`src/design/shf_pkg.sv`:
```
// Shared types, constants and mixing functions of the SuperFastHash engine.
// Used by shf_front, shf_fifo, shf_back, superfasthash_32 and tb; depends on nothing.
package shf_pkg;

    localparam int QUEUE_DEPTH = 4;
    localparam int AVAL_STAGES = 3;

    localparam logic [2:0] CNT_ONE   = 3'd1;
    localparam logic [2:0] CNT_TWO   = 3'd2;
    localparam logic [2:0] CNT_THREE = 3'd3;
    localparam logic [2:0] CNT_FOUR  = 3'd4;

    typedef struct packed {
        logic        valid;
        logic [31:0] hash;
    } shf_wb_t;

    function automatic logic [31:0] sext8(input logic [7:0] b);
        return {{24{b[7]}}, b};
    endfunction

    function automatic logic [31:0] full_round(input logic [31:0] h_in, input logic [31:0] w);
        logic [31:0] h;
        logic [31:0] t;
        h = h_in + {16'd0, w[15:0]};
        t = {5'd0, w[31:16], 11'd0} ^ h;
        h = {h[15:0], 16'd0} ^ t;
        h = h + {11'd0, h[31:11]};
        return h;
    endfunction

    function automatic logic [31:0] tail3(input logic [31:0] h_in, input logic [31:0] w);
        logic [31:0] h;
        logic [31:0] s;
        s = sext8(w[23:16]);
        h = h_in + {16'd0, w[15:0]};
        h = h ^ {h[15:0], 16'd0};
        h = h ^ {s[13:0], 18'd0};
        h = h + {11'd0, h[31:11]};
        return h;
    endfunction

    function automatic logic [31:0] tail2(input logic [31:0] h_in, input logic [31:0] w);
        logic [31:0] h;
        h = h_in + {16'd0, w[15:0]};
        h = h ^ {h[20:0], 11'd0};
        h = h + {17'd0, h[31:17]};
        return h;
    endfunction

    function automatic logic [31:0] tail1(input logic [31:0] h_in, input logic [31:0] w);
        logic [31:0] h;
        h = h_in + sext8(w[7:0]);
        h = h ^ {h[21:0], 10'd0};
        h = h + {1'b0, h[31:1]};
        return h;
    endfunction

    function automatic logic [31:0] aval_a(input logic [31:0] h_in);
        logic [31:0] h;
        h = h_in ^ {h_in[28:0], 3'd0};
        h = h + {5'd0, h[31:5]};
        return h;
    endfunction

    function automatic logic [31:0] aval_b(input logic [31:0] h_in);
        logic [31:0] h;
        h = h_in ^ {h_in[27:0], 4'd0};
        h = h + {17'd0, h[31:17]};
        return h;
    endfunction

    function automatic logic [31:0] aval_c(input logic [31:0] h_in);
        logic [31:0] h;
        h = h_in ^ {h_in[6:0], 25'd0};
        h = h + {6'd0, h[31:6]};
        return h;
    endfunction

endpackage

```
`src/design/shf_front.sv`:
```
// Front part: accepts message words, seeds and runs the per-word mixing rounds.
// Pushes the pre-avalanche hash of each last word into the queue. Uses shf_pkg.
module shf_front #(
    parameter int DEPTH = shf_pkg::QUEUE_DEPTH
) (
    input  logic             clk,
    input  logic             rst_n,
    input  logic             in_valid,
    output logic             in_ready,
    input  logic [31:0]      word,
    input  logic [2:0]       byte_count,
    input  logic             is_first,
    input  logic             is_last,
    input  logic [31:0]      message_length,
    output logic             push,
    output logic [31:0]      push_hash,
    input  logic             queue_full,
    input  shf_pkg::shf_wb_t wb
);

    localparam int FLIGHT_MAX = DEPTH + shf_pkg::AVAL_STAGES + 1;
    localparam int FW         = $clog2(FLIGHT_MAX + 1);

    logic [31:0] run_reg, run_next;
    logic        pend_reg, pend_next;
    logic [FW-1:0] flight_reg, flight_next;

    logic        accept;
    logic [31:0] h_base;
    logic [31:0] h_mix;

    assign in_ready = !queue_full && !(pend_reg && !is_first);
    assign accept   = in_valid && in_ready;
    assign h_base   = is_first ? message_length : run_reg;

    always_comb
    begin
        h_mix = shf_pkg::full_round(h_base, word);
        if (is_last)
        begin
            case (byte_count)
                shf_pkg::CNT_THREE: h_mix = shf_pkg::tail3(h_base, word);
                shf_pkg::CNT_TWO:   h_mix = shf_pkg::tail2(h_base, word);
                shf_pkg::CNT_ONE:   h_mix = shf_pkg::tail1(h_base, word);
                3'd0:               h_mix = h_base;
                default:            h_mix = shf_pkg::full_round(h_base, word);
            endcase
        end
    end

    assign push      = accept && is_last;
    assign push_hash = h_mix;

    always_comb
    begin
        run_next    = run_reg;
        pend_next   = pend_reg;
        flight_next = flight_reg + FW'(push) - FW'(wb.valid);
        if (accept)
        begin
            run_next  = h_mix;
            pend_next = is_last;
        end
        else if (wb.valid && pend_reg && flight_reg == FW'(1))
        begin
            run_next  = wb.hash;
            pend_next = 1'b0;
        end
    end

    always_ff @(posedge clk or negedge rst_n)
    begin
        if (!rst_n)
        begin
            run_reg    <= '0;
            pend_reg   <= 1'b0;
            flight_reg <= '0;
        end
        else
        begin
            run_reg    <= run_next;
            pend_reg   <= pend_next;
            flight_reg <= flight_next;
        end
    end

endmodule

```
`src/design/shf_fifo.sv`:
```
// Short queue of pre-avalanche hashes between the front and back parts.
// Register array with read and write pointers; uses shf_pkg.
module shf_fifo #(
    parameter int DEPTH = shf_pkg::QUEUE_DEPTH
) (
    input  logic        clk,
    input  logic        rst_n,
    input  logic        push,
    input  logic [31:0] din,
    output logic        full,
    input  logic        pop,
    output logic [31:0] dout,
    output logic        empty
);

    localparam int PW = (DEPTH > 1) ? $clog2(DEPTH) : 1;
    localparam int CW = $clog2(DEPTH + 1);

    logic [31:0]   mem [DEPTH];
    logic [PW-1:0] wr_reg, wr_next;
    logic [PW-1:0] rd_reg, rd_next;
    logic [CW-1:0] cnt_reg, cnt_next;

    assign full  = cnt_reg == CW'(DEPTH);
    assign empty = cnt_reg == '0;
    assign dout  = mem[rd_reg];

    always_comb
    begin
        wr_next  = wr_reg;
        rd_next  = rd_reg;
        cnt_next = cnt_reg + CW'(push) - CW'(pop);
        if (push)
        begin
            wr_next = (wr_reg == PW'(DEPTH - 1)) ? '0 : wr_reg + PW'(1);
        end
        if (pop)
        begin
            rd_next = (rd_reg == PW'(DEPTH - 1)) ? '0 : rd_reg + PW'(1);
        end
    end

    always_ff @(posedge clk)
    begin
        if (push)
        begin
            mem[wr_reg] <= din;
        end
    end

    always_ff @(posedge clk or negedge rst_n)
    begin
        if (!rst_n)
        begin
            wr_reg  <= '0;
            rd_reg  <= '0;
            cnt_reg <= '0;
        end
        else
        begin
            wr_reg  <= wr_next;
            rd_reg  <= rd_next;
            cnt_reg <= cnt_next;
        end
    end

endmodule

```
`src/design/shf_back.sv`:
```
// Back part: three-stage avalanche pipeline ending in the output register.
// Reports each finished hash to the front part. Uses shf_pkg.
module shf_back (
    input  logic             clk,
    input  logic             rst_n,
    input  logic             q_empty,
    input  logic [31:0]      q_data,
    output logic             q_pop,
    output logic             out_valid,
    input  logic             out_ready,
    output logic [31:0]      hash_value,
    output shf_pkg::shf_wb_t wb
);

    logic        a_valid_reg, a_valid_next;
    logic        b_valid_reg, b_valid_next;
    logic        c_valid_reg, c_valid_next;
    logic [31:0] a_reg, b_reg, c_reg;
    logic        a_ready, b_ready, c_ready;

    assign c_ready = !c_valid_reg || out_ready;
    assign b_ready = !b_valid_reg || c_ready;
    assign a_ready = !a_valid_reg || b_ready;
    assign q_pop   = !q_empty && a_ready;

    assign a_valid_next = a_ready ? q_pop : a_valid_reg;
    assign b_valid_next = b_ready ? a_valid_reg : b_valid_reg;
    assign c_valid_next = c_ready ? b_valid_reg : c_valid_reg;

    assign wb.valid = b_valid_reg && c_ready;
    assign wb.hash  = shf_pkg::aval_c(b_reg);

    assign out_valid  = c_valid_reg;
    assign hash_value = c_reg;

    always_ff @(posedge clk)
    begin
        if (q_pop)
        begin
            a_reg <= shf_pkg::aval_a(q_data);
        end
        if (a_valid_reg && b_ready)
        begin
            b_reg <= shf_pkg::aval_b(a_reg);
        end
        if (wb.valid)
        begin
            c_reg <= wb.hash;
        end
    end

    always_ff @(posedge clk or negedge rst_n)
    begin
        if (!rst_n)
        begin
            a_valid_reg <= 1'b0;
            b_valid_reg <= 1'b0;
            c_valid_reg <= 1'b0;
        end
        else
        begin
            a_valid_reg <= a_valid_next;
            b_valid_reg <= b_valid_next;
            c_valid_reg <= c_valid_next;
        end
    end

endmodule

```
`src/design/superfasthash_32.sv`:
```
// SuperFastHash engine: one message word accepted per cycle while the front does not stall.
// A word without tuser right after a tlast word waits until that hash is written to the output
// register, which can be delayed while m_axis is stalled; it continues from the finished hash.
// Otherwise the front stalls only when the queue between front and avalanche pipeline is full.
// rst_n is asynchronous, active low; it clears the running hash to zero and empties the pipeline.
module superfasthash_32 #(
    parameter int DEPTH = shf_pkg::QUEUE_DEPTH
) (
    input  logic        clk,
    input  logic        rst_n,
    input  logic        s_axis_tvalid,
    output logic        s_axis_tready,
    input  logic [71:0] s_axis_tdata,  // word[31:0], byte_count[34:32], message_length[66:35]
    input  logic        s_axis_tuser,  // is_first
    input  logic        s_axis_tlast,
    output logic        m_axis_tvalid,
    input  logic        m_axis_tready,
    output logic [31:0] m_axis_tdata   // hash_value[31:0]
);

    logic             push;
    logic [31:0]      push_hash;
    logic             q_full;
    logic             q_empty;
    logic             q_pop;
    logic [31:0]      q_data;
    shf_pkg::shf_wb_t wb;

    shf_front #(
        .DEPTH(DEPTH)
    ) u_front (
        .clk            (clk),
        .rst_n          (rst_n),
        .in_valid       (s_axis_tvalid),
        .in_ready       (s_axis_tready),
        .word           (s_axis_tdata[31:0]),
        .byte_count     (s_axis_tdata[34:32]),
        .is_first       (s_axis_tuser),
        .is_last        (s_axis_tlast),
        .message_length (s_axis_tdata[66:35]),
        .push           (push),
        .push_hash      (push_hash),
        .queue_full     (q_full),
        .wb             (wb)
    );

    shf_fifo #(
        .DEPTH(DEPTH)
    ) u_fifo (
        .clk   (clk),
        .rst_n (rst_n),
        .push  (push),
        .din   (push_hash),
        .full  (q_full),
        .pop   (q_pop),
        .dout  (q_data),
        .empty (q_empty)
    );

    shf_back u_back (
        .clk        (clk),
        .rst_n      (rst_n),
        .q_empty    (q_empty),
        .q_data     (q_data),
        .q_pop      (q_pop),
        .out_valid  (m_axis_tvalid),
        .out_ready  (m_axis_tready),
        .hash_value (m_axis_tdata),
        .wb         (wb)
    );

endmodule

```
`config.mk`:
```
export PLATFORM = sky130hd
export DESIGN_NAME = superfasthash_32
export DESIGN_NICKNAME = d
export VERILOG_FILES = /design/src/design/shf_pkg.sv /design/src/design/shf_front.sv /design/src/design/shf_fifo.sv /design/src/design/shf_back.sv /design/src/design/superfasthash_32.sv
export SDC_FILE = /design/constraint.sdc
export NUM_CORES = 1
export LEC_CHECK = 0
export BUFFER_PORTS_ARGS = -buffer_cell sky130_fd_sc_hd__buf_2
export CAP_MARGIN = 20
export CELL_PAD_IN_SITES_DETAIL_PLACEMENT = 0
export CELL_PAD_IN_SITES_GLOBAL_PLACEMENT = 1
export CORE_MARGIN = 2
export CORE_UTILIZATION = 54
export DETAILED_ROUTE_END_ITERATION = 10
export PLACE_DENSITY = 0.88
export REMOVE_ABC_BUFFERS = 1
export SLEW_MARGIN = 15
export SYNTH_ARGS = -nofsm -noshare
export SYNTH_HDL_FRONTEND = slang
export SYNTH_SLANG_ARGS = --single-unit
```
`constraint.sdc`:
```
create_clock -name clk -period 17.65 [get_ports clk]
set_clock_uncertainty 0.15 [all_clocks]
set_input_delay 1.765 -clock clk [delete_from_list [all_inputs] [get_ports clk]]
set_output_delay 1.765 -clock clk [all_outputs]
set_load 0.02 [all_outputs]
```
==> metrics.md, run 1 <==
| Metric | Value |
|---|---|
| Setup crit start kind | `primary input` |
| CTS tree | `built` |
| Synth Area in XOR/XNOR | `0.144` |
| Most common cell after layout, fill and taps aside | `edfxtp_1` |
| WL final | `81700 µm` |
| Clk_lat worst skew | `0.56 ns` |
| Clk buf depth | `3` |
| Synthesized area per cell | `9.71 µm²` |
| Hold/Removal Path Class | `reg2reg` |
| Hold depth | `2` |
| Synth cell types | `87` |
| Top routing layer in use | `met5` |
| Relative slew slack | `0.154` |
| Initial DRC count | `1841` |
| Max reg flops | `128` |
| CTS Hold Buffers Added | `0` |
| Grt ovf | `0` |
| CTS H-tree depth | `1` |
| Share of post-route cells with drive strength above 1 | `0.112` |
| Final Wtd Congestion | `1.05` |
| Setup Viol. Count Final | `0` |
| Most flops, register | `u_fifo.mem` |
| Die W | `213 µm` |
| Mapped Cells | `2424` |
| GRT Total Usage | `0.360` |
| Max Slew Vio Count | `0` |
| Max Fclk | `0.101 GHz` |
| Critical Path Start | `s_axis_tuser` |
| Global-route wire length before repair | `120000 µm` |
| Initial antenna violation count | `3` |
| Die Footprint | `45200 µm²` |
| Synth top area share | `0.286` |
| Initial Util | `0.546` |
| Nets | `2826` |
| Commonest cells after routing, fill and taps aside | `edfxtp_1, xnor2_1, ha_1` |
| Reg clk slew, reported paths | `0.06 ns` |
| Vias per cell | `6.40` |
| Synth async-reset ratio | `0.173` |
| Sequential-to-total area share from yosys stat | `0.336` |
| Per-cell routed wire length | `26.0 µm` |
| # IOs | `112` |
| Top cells by area, synth | `edfxtp_1, ha_1, xnor2_1` |
| Crit-path max FO | `43` |
| Least-Margin Pin Slew | `1.26 ns` |
| Largest family of logic cells by synthesized area | `compound AO/OA/AOI/OAI gates` |
| Vias in the first global route | `19400` |
| CTS root buffer | `clkbuf_16` |
| Via count | `20100` |
| DR DRC count | `0` |
| Final Hold Viols | `0` |
| Hold path startpoint | `u_back.b_valid_reg` |
| Primary FF master, synth | `edfxtp_1` |
| Post-route ant nets | `0` |
| Status | `completed` |
| Area Growth Syn to Fin | `9.70%` |
| DR WL met3 | `6530 µm` |
| Synth Area in Adders | `0.119` |
| MaxCap Viol Count | `0` |
| CP arrival | `10.06 ns` |
| Simple-Gate Fraction of Synth Area | `0.133` |
| Multiplexer share of the synthesized area | `0.0511` |
| Clk sinks | `271` |
| Compound-Gate Fraction of Synth Area | `0.189` |
| DRT Pass-1 Iters | `6` |
| Number of placement rows | `76` |
| CP Capture Type | `flip-flop` |
| Met2 wire len | `36800 µm` |
| Cts bufs inserted | `29` |
| Reg2reg start | `u_front.run_reg[1]` |
| Final HPWL DP | `66000 µm` |
| Pin count of the biggest net entering global routing | `48` |
| CP required | `17.78 ns` |
| Fin crit share | `0.562` |
| Metal1 wirelength | `33200 µm` |
| Post-synthesis register bit count | `271` |
| Die Y | `213 µm` |
| Unrepaired setup endpoints after global routing | `false` |
| Post-CTS Setup Inserts | `0` |
| Total negative setup slack | `0 ns` |
| R2r worst-path depth | `24` |
| EDFF count, synth | `224` |
| Post-Synthesis Cell Area | `23500 µm²` |
| WS Path Type | `in2reg` |
| CTS resizes | `0` |
| Yosys warning count | `0` |
| Min Tclk post-route | `9.92 ns` |
| Largest area contributor in the netlist | `edfxtp_1` |
| Core area | `43100 µm²` |
| I/O Buffers | `106` |
cells in the mapped netlist, types with 8 or more instances:
master    number
a221oi_1      11
nand2b_1      25
nor3_1        48
o21ai_0      105
o221ai_1       8
o211ai_1      20
inv_1        110
and4_1        10
o21a_1        27
ha_1         208
nor2_1       156
and3_1        27
mux2_2        25
a31o_2        12
nor4_1        10
a21oi_1      192
xnor2_1      219
mux4_2        32
or2_2         11
edfxtp_1     224
xor2_1       139
a31oi_1       37
nand2_1      181
nand4_1       21
o31a_1        10
fa_1          10
a22oi_1       10
o22ai_1        9
o21bai_1      25
or3_1         22
o31ai_1       16
mux2i_1       20
a21o_1        71
a211oi_1      27
a21boi_0      10
and2_1        28
dfrtp_1       47
nor2b_1       22
nand3_1       56
clkbuf_1      55
path summary, 6_finish.rpt:
path                       slack (ns)           endpoint
setup / recovery                 7.73  u_fifo.mem[1][28]
hold / removal                   0.34   u_back.out_valid
setup reg to reg                 9.51  u_fifo.mem[1][28]
hold reg to reg                  0.34   u_back.out_valid
max in group asynchronous       15.66   u_fifo.rd_reg[0]
min in group asynchronous        1.19   u_fifo.rd_reg[0]
through the flow:
step,instance area (µm²),hold slack [ns],worst slack (ns),cells,util
3_3_place_gp,24800,0.316,7.37,3083,0.576
4_1_cts,25800,0.344,7.97,3137,0.598
2_1_floorplan,23300,0.289,9.96,2362,-
6_report,25800,0.340,7.73,3140,0.599
3_5_place_dp,24800,0.328,7.41,3083,0.576
5_1_grt,25800,0.384,7.47,3138,0.599
logic make-up after synthesis:
family | Yosys count
AO/OA/AOI/OAI | 674
AND/OR/NAND/NOR | 643
XOR/XNOR | 369
flip-flops | 271
adder cells (fa/ha/maj) | 218
buffers and inverters | 172
multiplexers | 77
layer usage:
layer  global-route usage  vias up
li1                     -     9240
met4                0.195        4
met2                0.585      904
met1                0.468     9738
met5                    0        -
met3               0.0504      207
critical path, cell delays in order:
cell and delay (ns):
buf_2 0.30, buf_4 0.53, mux2i_1 0.73, inv_1 0.12
ha_1 0.33, a211oi_1 0.10, o211ai_1 0.74, a31oi_1 0.29
o31ai_1 0.67, and2_0 0.19, or2_2 0.12, a21o_1 0.11
a21oi_1 0.08, xnor2_1 0.48, xor2_1 0.22, ha_1 0.44
nand3_1 0.14, or4_1 0.53, a21oi_1 0.15, o31ai_1 0.14
a211o_1 0.36, a31oi_1 0.20, xor2_1 0.10, a221oi_1 0.52
nand3_1 0.19, o32a_2 0.44
cell type report:
| type | count | area, µm² |
|---|---|---|
| clock inverters | 20 | 219 |
| fillers | 3730 | 17300 |
| repair buffers | 137 | 783 |
| inverters | 110 | 413 |
| flip-flops and latches | 271 | 7900 |
| diodes | 2 | 5.00 |
| clock buffers | 34 | 744 |
| well taps | 585 | 732 |
| multi-input cells | 1981 | 15000 |
Power of run 1 is left out: the tool's default activity adds up to more than one toggle a clock period on the data nets, which glitch-free logic cannot reach.
==> run 2, diff against run 1 <==
--- a/config.mk
+++ b/config.mk
@@ -5,14 +5,15 @@
 export SDC_FILE = /design/constraint.sdc
 export NUM_CORES = 1
 export LEC_CHECK = 0
+export ABC_AREA = 1
 export BUFFER_PORTS_ARGS = -buffer_cell sky130_fd_sc_hd__buf_2
 export CAP_MARGIN = 20
 export CELL_PAD_IN_SITES_DETAIL_PLACEMENT = 0
 export CELL_PAD_IN_SITES_GLOBAL_PLACEMENT = 1
 export CORE_MARGIN = 2
-export CORE_UTILIZATION = 54
+export CORE_UTILIZATION = 43
 export DETAILED_ROUTE_END_ITERATION = 10
-export PLACE_DENSITY = 0.88
+export PLACE_DENSITY = 0.79
 export REMOVE_ABC_BUFFERS = 1
 export SLEW_MARGIN = 15
 export SYNTH_ARGS = -nofsm -noshare
==> constraint.sdc (replaced) <==
create_clock -name clk -period 8.2 [get_ports clk]
set_clock_uncertainty 0.15 [all_clocks]
set_input_delay 0.82 -clock clk [delete_from_list [all_inputs] [get_ports clk]]
set_output_delay 0.82 -clock clk [all_outputs]
set_load 0.02 [all_outputs]
==> metrics.md, run 2 <==
| Metric | Value |
|---|---|
| Status | `completed` |
| CTS root buffer | `clkbuf_16` |
| CTS H-tree depth | `1 (unchanged)` |
| Hold/Removal Path Class | `in2async` |
| Clk buf depth | `3 (unchanged)` |
| Initial Util | `0.437 (-0.109)` |
| Max Slew Vio Count | `0 (unchanged)` |
| CTS Hold Buffers Added | `0 (unchanged)` |
| DR DRC count | `0 (unchanged)` |
| Least-Margin Pin Slew | `1.13 ns (-0.126 ns)` |
| Sequential-to-total area share from yosys stat | `0.319 (-0.0168)` |
| Vias in the first global route | `22800 (+17%)` |
| CP peak stage delay | `0.45 ns (-0.29 ns)` |
| Core area | `56700 µm² (+32%)` |
| Primary FF master, synth | `edfxtp_1` |
| Cts bufs inserted | `28 (-3.4%)` |
| Most common library cells after synthesis | `nand2_1, inv_1, a21oi_1` |
| Share of post-route cells with drive strength above 1 | `0.0901 (-0.0223)` |
| Largest area contributor in the netlist | `edfxtp_1` |
| CTS resizes | `0 (unchanged)` |
| Global-route wire length before repair | `145000 µm (+21%)` |
| Setup crit start kind | `primary input` |
| Worst path depth | `28 (+7.7%)` |
| Max reg flops | `128 (unchanged)` |
| Commonest cells after routing, fill and taps aside | `nand2_1, inv_1, a21oi_1` |
| Post-Synthesis Cell Area | `24800 µm² (+5.3%)` |
| Post-synthesis register bit count | `271 (unchanged)` |
| Top routing layer in use | `met5` |
| Max Fclk | `0.142 GHz` |
| Initial DRC count | `2057 (+12%)` |
| EDFF count, synth | `224 (unchanged)` |
| Area after DPL | `26500 µm² (+6.8%)` |
| Initial antenna violation count | `7 (+4)` |
| WL final | `99400 µm (+22%)` |
| Most common cell on crit path | `a21oi_1` |
| Die Footprint | `59500 µm² (+32%)` |
| Post-route ant nets | `0 (unchanged)` |
| Synth cell types | `65 (-25%)` |
| Fin crit share | `0.858` |
| DR WL met3 | `6300 µm (-3.5%)` |
| Vias per cell | `5.63 (-12%)` |
| Per-cell routed wire length | `23.5 µm (-9.5%)` |
| Yosys warning count | `0 (unchanged)` |
| Most common cell in the netlist | `nand2_1` |
| Area Growth Syn to Fin | `11.1%` |
| Final Hold Viols | `0 (unchanged)` |
| Relative slew slack | `0.237 (+0.0826)` |
| # IOs | `112 (unchanged)` |
| Die Y | `244 µm (+15%)` |
| I/O Buffers | `106 (unchanged)` |
| Total negative setup slack | `0 ns (unchanged)` |
| Mapped Cells | `3300 (+36%)` |
| Grt ovf | `0 (unchanged)` |
| CP Capture Type | `flip-flop` |
| Slowest CP cell | `ha_1` |
| Clk sinks | `271 (unchanged)` |
| Number of placement rows | `87 (+14%)` |
| Most flops, register | `u_fifo.mem` |
| GRT Total Usage | `0.328 (-0.0323)` |
| Pin count of the biggest net entering global routing | `66 (+38%)` |
| Die W | `244 µm (+15%)` |
| CTS tree | `built` |
| R2r worst-path depth | `27 (+13%)` |
| Nets | `3738 (+32%)` |
| Clk_lat worst skew | `0.58 ns (+0.02 ns)` |
| CP required | `8.49 ns (-9.29 ns)` |
| Crit-path max FO | `16 (-63%)` |
| Unrepaired setup endpoints after global routing | `false` |
| Min Tclk post-route | `7.03 ns` |
| Metal1 wirelength | `41100 µm (+24%)` |
| Synthesized area per cell | `7.50 µm² (-23%)` |
| Met2 wire len | `47000 µm (+28%)` |
| CP bufs+invs | `5 (+2)` |
| Post-CTS Setup Inserts | `0 (unchanged)` |
| CP arrival | `7.32 ns (-2.74 ns)` |
| Synth top area share | `0.272 (-0.0143)` |
| MaxCap Viol Count | `0 (unchanged)` |
| Setup Viol. Count Final | `0 (unchanged)` |
| WS Path Type | `in2reg` |
| Top delay family on crit path | `compound AO/OA/AOI/OAI gates` |
| Via count | `23800 (+18%)` |
| Synth async-reset ratio | `0.173 (unchanged)` |
| Final HPWL DP | `82800 µm (+25%)` |
| Final Wtd Congestion | `1.00 (-4.3%)` |
| Reg clk slew, reported paths | `0.07 ns (about the same)` |
| DRT Pass-1 Iters | `5 (-1)` |
| Top cells by area, synth | `edfxtp_1, nand2_1, ha_1` |
| Most common cell after layout, fill and taps aside | `nand2_1` |
| Design Area, Final | `27500 µm² (+6.6%)` |
==> run 2: changes by cell type after synthesis, sizes merged, moves of 25 or more <==
cell and delta:
xor2 +34, nand2 +608, o21ai +129, mux4 -32
xnor2 -129, inv +265, nor2 +134, nand3 +155
o22ai +28, mux2 -25, a21o -58, a21oi +100
==> run 2: layout make-up <==
type,count,area [µm²]
fillers,5629,29200
multi-input cells,2596,15200
flip-flops and latches,271,7900
inverters,379,1420
repair buffers,166,1020
well taps,756,946
clock buffers,29,704
clock inverters,23,262
diodes,5,12.5
==> run 2: kinds of logic (layout without fill, tap and decap cells) <==
logic type,count (synthesis),after routing,synth area share
AOI/OAI and AO/OA,698,698,0.158
xor gates and xnor gates,264,264,0.0975
and+or+nand+nor,1404,1404,0.240
adders and majority gates,218,218,0.113
other,0,5,0
DFF,271,271,0.319
buffers and inverters,433,597,0.0675
muxes,12,12,0.00485
==> run 2: stage by stage <==
stage	utilization	std cells	setup slack, ns	hold slack [ns]
global placement	0.467	4166	0.710	0.322
finish	0.485	4225	1.17	0.197
floorplan	-	3246	2.74	0.283
global route	0.485	4220	0.692	0.259
detailed placement	0.467	4166	0.663	0.329
CTS	0.484	4218	1.23	0.221
==> run 2: final timing paths <==
path,start,to,slack [ns]
setup / recovery,s_axis_tuser,u_front.run_reg[12],1.17
hold / removal,rst_n,u_front.flight_reg[3],0.20
setup reg to reg,u_front.run_reg[0],u_fifo.mem[3][19],1.48
hold reg to reg,u_back.a_valid_reg,u_back.b_valid_reg,0.34
max in group asynchronous,rst_n,u_fifo.rd_reg[0],7.17
min in group clk,u_back.a_valid_reg,u_back.b_valid_reg,0.34
==> run 2: routing by layer <==
metal  GRT usage  vias to the layer above
li1            -                    11500
met1       0.412                    11300
met2       0.564                      798
met3      0.0429                      175
met4       0.144                        4
met5           0                        -
Power of run 2 is left out for the same reason.
==> run 3, diff against run 2 <==
--- a/config.mk
+++ b/config.mk
@@ -5,15 +5,16 @@
 export SDC_FILE = /design/constraint.sdc
 export NUM_CORES = 1
 export LEC_CHECK = 0
-export ABC_AREA = 1
+export ABC_AREA = 0
 export BUFFER_PORTS_ARGS = -buffer_cell sky130_fd_sc_hd__buf_2
 export CAP_MARGIN = 20
 export CELL_PAD_IN_SITES_DETAIL_PLACEMENT = 0
 export CELL_PAD_IN_SITES_GLOBAL_PLACEMENT = 1
 export CORE_MARGIN = 2
-export CORE_UTILIZATION = 43
+export CORE_UTILIZATION = 45
 export DETAILED_ROUTE_END_ITERATION = 10
-export PLACE_DENSITY = 0.79
+export HOLD_SLACK_MARGIN = 0.06
+export PLACE_DENSITY = 0.78
 export REMOVE_ABC_BUFFERS = 1
 export SLEW_MARGIN = 15
 export SYNTH_ARGS = -nofsm -noshare
==> metrics.md, run 3 (synthesized netlist as in run 1, its figures left out) <==
| Metric | Value |
|---|---|
| Status | `completed` |
| CP required | `8.35 ns (-0.14 ns)` |
| Per-cell routed wire length | `25.8 µm (+9.8%)` |
| Core area | `51500 µm² (-9.2%)` |
| I/O Buffers | `106 (unchanged)` |
| Pin count of the biggest net entering global routing | `48 (-27%)` |
| Number of placement rows | `83 (-4.6%)` |
| Hold/Removal Path Class | `in2async` |
| Die W | `233 µm (-4.6%)` |
| Cts bufs inserted | `30 (+7.1%)` |
| Design Area, Final | `26500 µm² (-3.8%)` |
| Fin crit share | `0.915 (+0.0577)` |
| Initial DRC count | `2118 (+3.0%)` |
| Reg clk slew, reported paths | `0.07 ns (about the same)` |
| CTS tree | `built` |
| Hold slack final | `0.175 ns (-0.0223 ns)` |
| Post-route ant nets | `0 (unchanged)` |
| MaxCap Viol Count | `0 (unchanged)` |
| Clk buf depth | `3 (unchanged)` |
| Commonest cells after routing, fill and taps aside | `edfxtp_1, xnor2_1, ha_1` |
| CP Capture Type | `flip-flop` |
| CP bufs+invs | `2 (-3)` |
| Final HPWL DP | `70000 µm (-15%)` |
| Max Slew Vio Count | `0 (unchanged)` |
| Clk sinks | `271 (unchanged)` |
| Top delay family on crit path | `compound AO/OA/AOI/OAI gates` |
| Cell Count Post-Placement | `3242 (-22%)` |
| Total negative setup slack | `0 ns (unchanged)` |
| Crit-path max FO | `8 (-8)` |
| CP arrival | `7.65 ns (+0.33 ns)` |
| Grt peak-use layer | `met2` |
| R2r worst-path depth | `27 (unchanged)` |
| Setup Viol. Count Final | `0 (unchanged)` |
| Grt ovf | `0 (unchanged)` |
| Reg2reg start | `u_front.run_reg[0]` |
| Max reg flops | `128 (unchanged)` |
| Share of post-route cells with drive strength above 1 | `0.134 (+0.0436)` |
| Vias in the first global route | `19300 (-15%)` |
| Area Growth Syn to Fin | `12.5%` |
| Area after DPL | `25400 µm² (-4.1%)` |
| CTS root buffer | `clkbuf_16` |
| GR Util met2 | `0.489 (-0.0745)` |
| CTS resizes | `0 (unchanged)` |
| # IOs | `112 (unchanged)` |
| R2r setup slk | `0.83 ns (-0.65 ns)` |
| Setup crit start kind | `primary input` |
| Global-route wire length before repair | `124000 µm (-14%)` |
| GRT Total Usage | `0.313 (-0.0152)` |
| Area of the multi-input gates | `15000 µm² (-1.6%)` |
| Via count | `20100 (-15%)` |
| Most common cell after layout, fill and taps aside | `edfxtp_1` |
| Worst R2R End | `u_fifo.mem[0][29]` |
| Least-Margin Pin Slew | `1.14 ns (+0.0141 ns)` |
| Final Wtd Congestion | `1.05 (+4.9%)` |
| CP peak stage delay | `0.57 ns (+0.12 ns)` |
| DRT Pass-1 Iters | `6 (+1)` |
| Slowest CP cell | `or4_1` |
| Initial Util | `0.457 (+0.0201)` |
| WS Path Type | `in2reg` |
| CTS Hold Buffers Added | `0 (unchanged)` |
| Vias per cell | `6.09 (+8.3%)` |
| Post-CTS Setup Inserts | `0 (unchanged)` |
| FILL cells | `4816 (-14%)` |
| Non-Filler Instances | `3301 (-22%)` |
| Clk_lat worst skew | `0.59 ns (about the same)` |
| WL final | `85300 µm (-14%)` |
| Final Hold Viols | `0 (unchanged)` |
| Nets | `2891 (-23%)` |
| Initial antenna violation count | `4 (-3)` |
| Min Tclk post-route | `7.51 ns (+0.473 ns)` |
| Relative slew slack | `0.232 (-0.00461)` |
| Die Footprint | `54100 µm² (-9.1%)` |
| Met3 Usage GRT | `0.0537 (+0.0108)` |
| Unrepaired setup endpoints after global routing | `false` |
| CTS H-tree depth | `1 (unchanged)` |
| DR DRC count | `0 (unchanged)` |
| Sequential Area | `7900 µm² (unchanged)` |
| Die Y | `233 µm (-4.6%)` |
| Max Fclk | `0.133 GHz (-6.3%)` |
| Most flops, register | `u_fifo.mem` |
| Met1 Use GR | `0.437 (+0.0249)` |
run 3: cell types whose count changed in the layout (fill, tap and decap cells not counted), moves of 37 or more:
cell	change
nand2_1	-582
inv_1	-261
nand3_1	-151
xnor2_1	+131
nor2_1	-119
o21ai_0	-116
a21oi_1	-100
a21o_1	+58
buf_4	+37
run 3: worst max path at each step:
stage                 startpoint                 to  slack [ns]  cells past startpoint
global route        s_axis_tuser  u_fifo.mem[2][24]        0.32                     26
CTS                 s_axis_tuser  u_fifo.mem[0][31]        0.86                     30
finish              s_axis_tuser  u_fifo.mem[0][29]        0.69                     28
detailed placement  s_axis_tuser  u_fifo.mem[0][29]        0.28                     28
global placement    s_axis_tuser  u_fifo.mem[2][29]        0.27                     28
floorplan           s_axis_tuser  u_fifo.mem[0][24]        1.45                     25
run 3: per-layer routing:
metal	vias to the layer above	wire, µm
met5	-	21
li1	9376	-
met1	9815	38200
met3	148	6400
met2	767	37400
met4	4	3300
run 3: area by class of cell:
type,instances,area share
diodes,2,0.000189
multi-input cells,1981,0.566
well taps,680,0.0321
repair buffers,201,0.0477
flip-flops and latches,271,0.299
inverters,110,0.0156
clock buffers,37,0.0293
clock inverters,19,0.00997
run 3: through the flow:
step,setup WS (ns),util
2_1_floorplan,1.45,-
3_3_place_gp,0.273,0.493
3_5_place_dp,0.281,0.493
4_1_cts,0.862,0.513
5_1_grt,0.323,0.514
6_report,0.695,0.514
Power of run 3 is left out for the same reason.
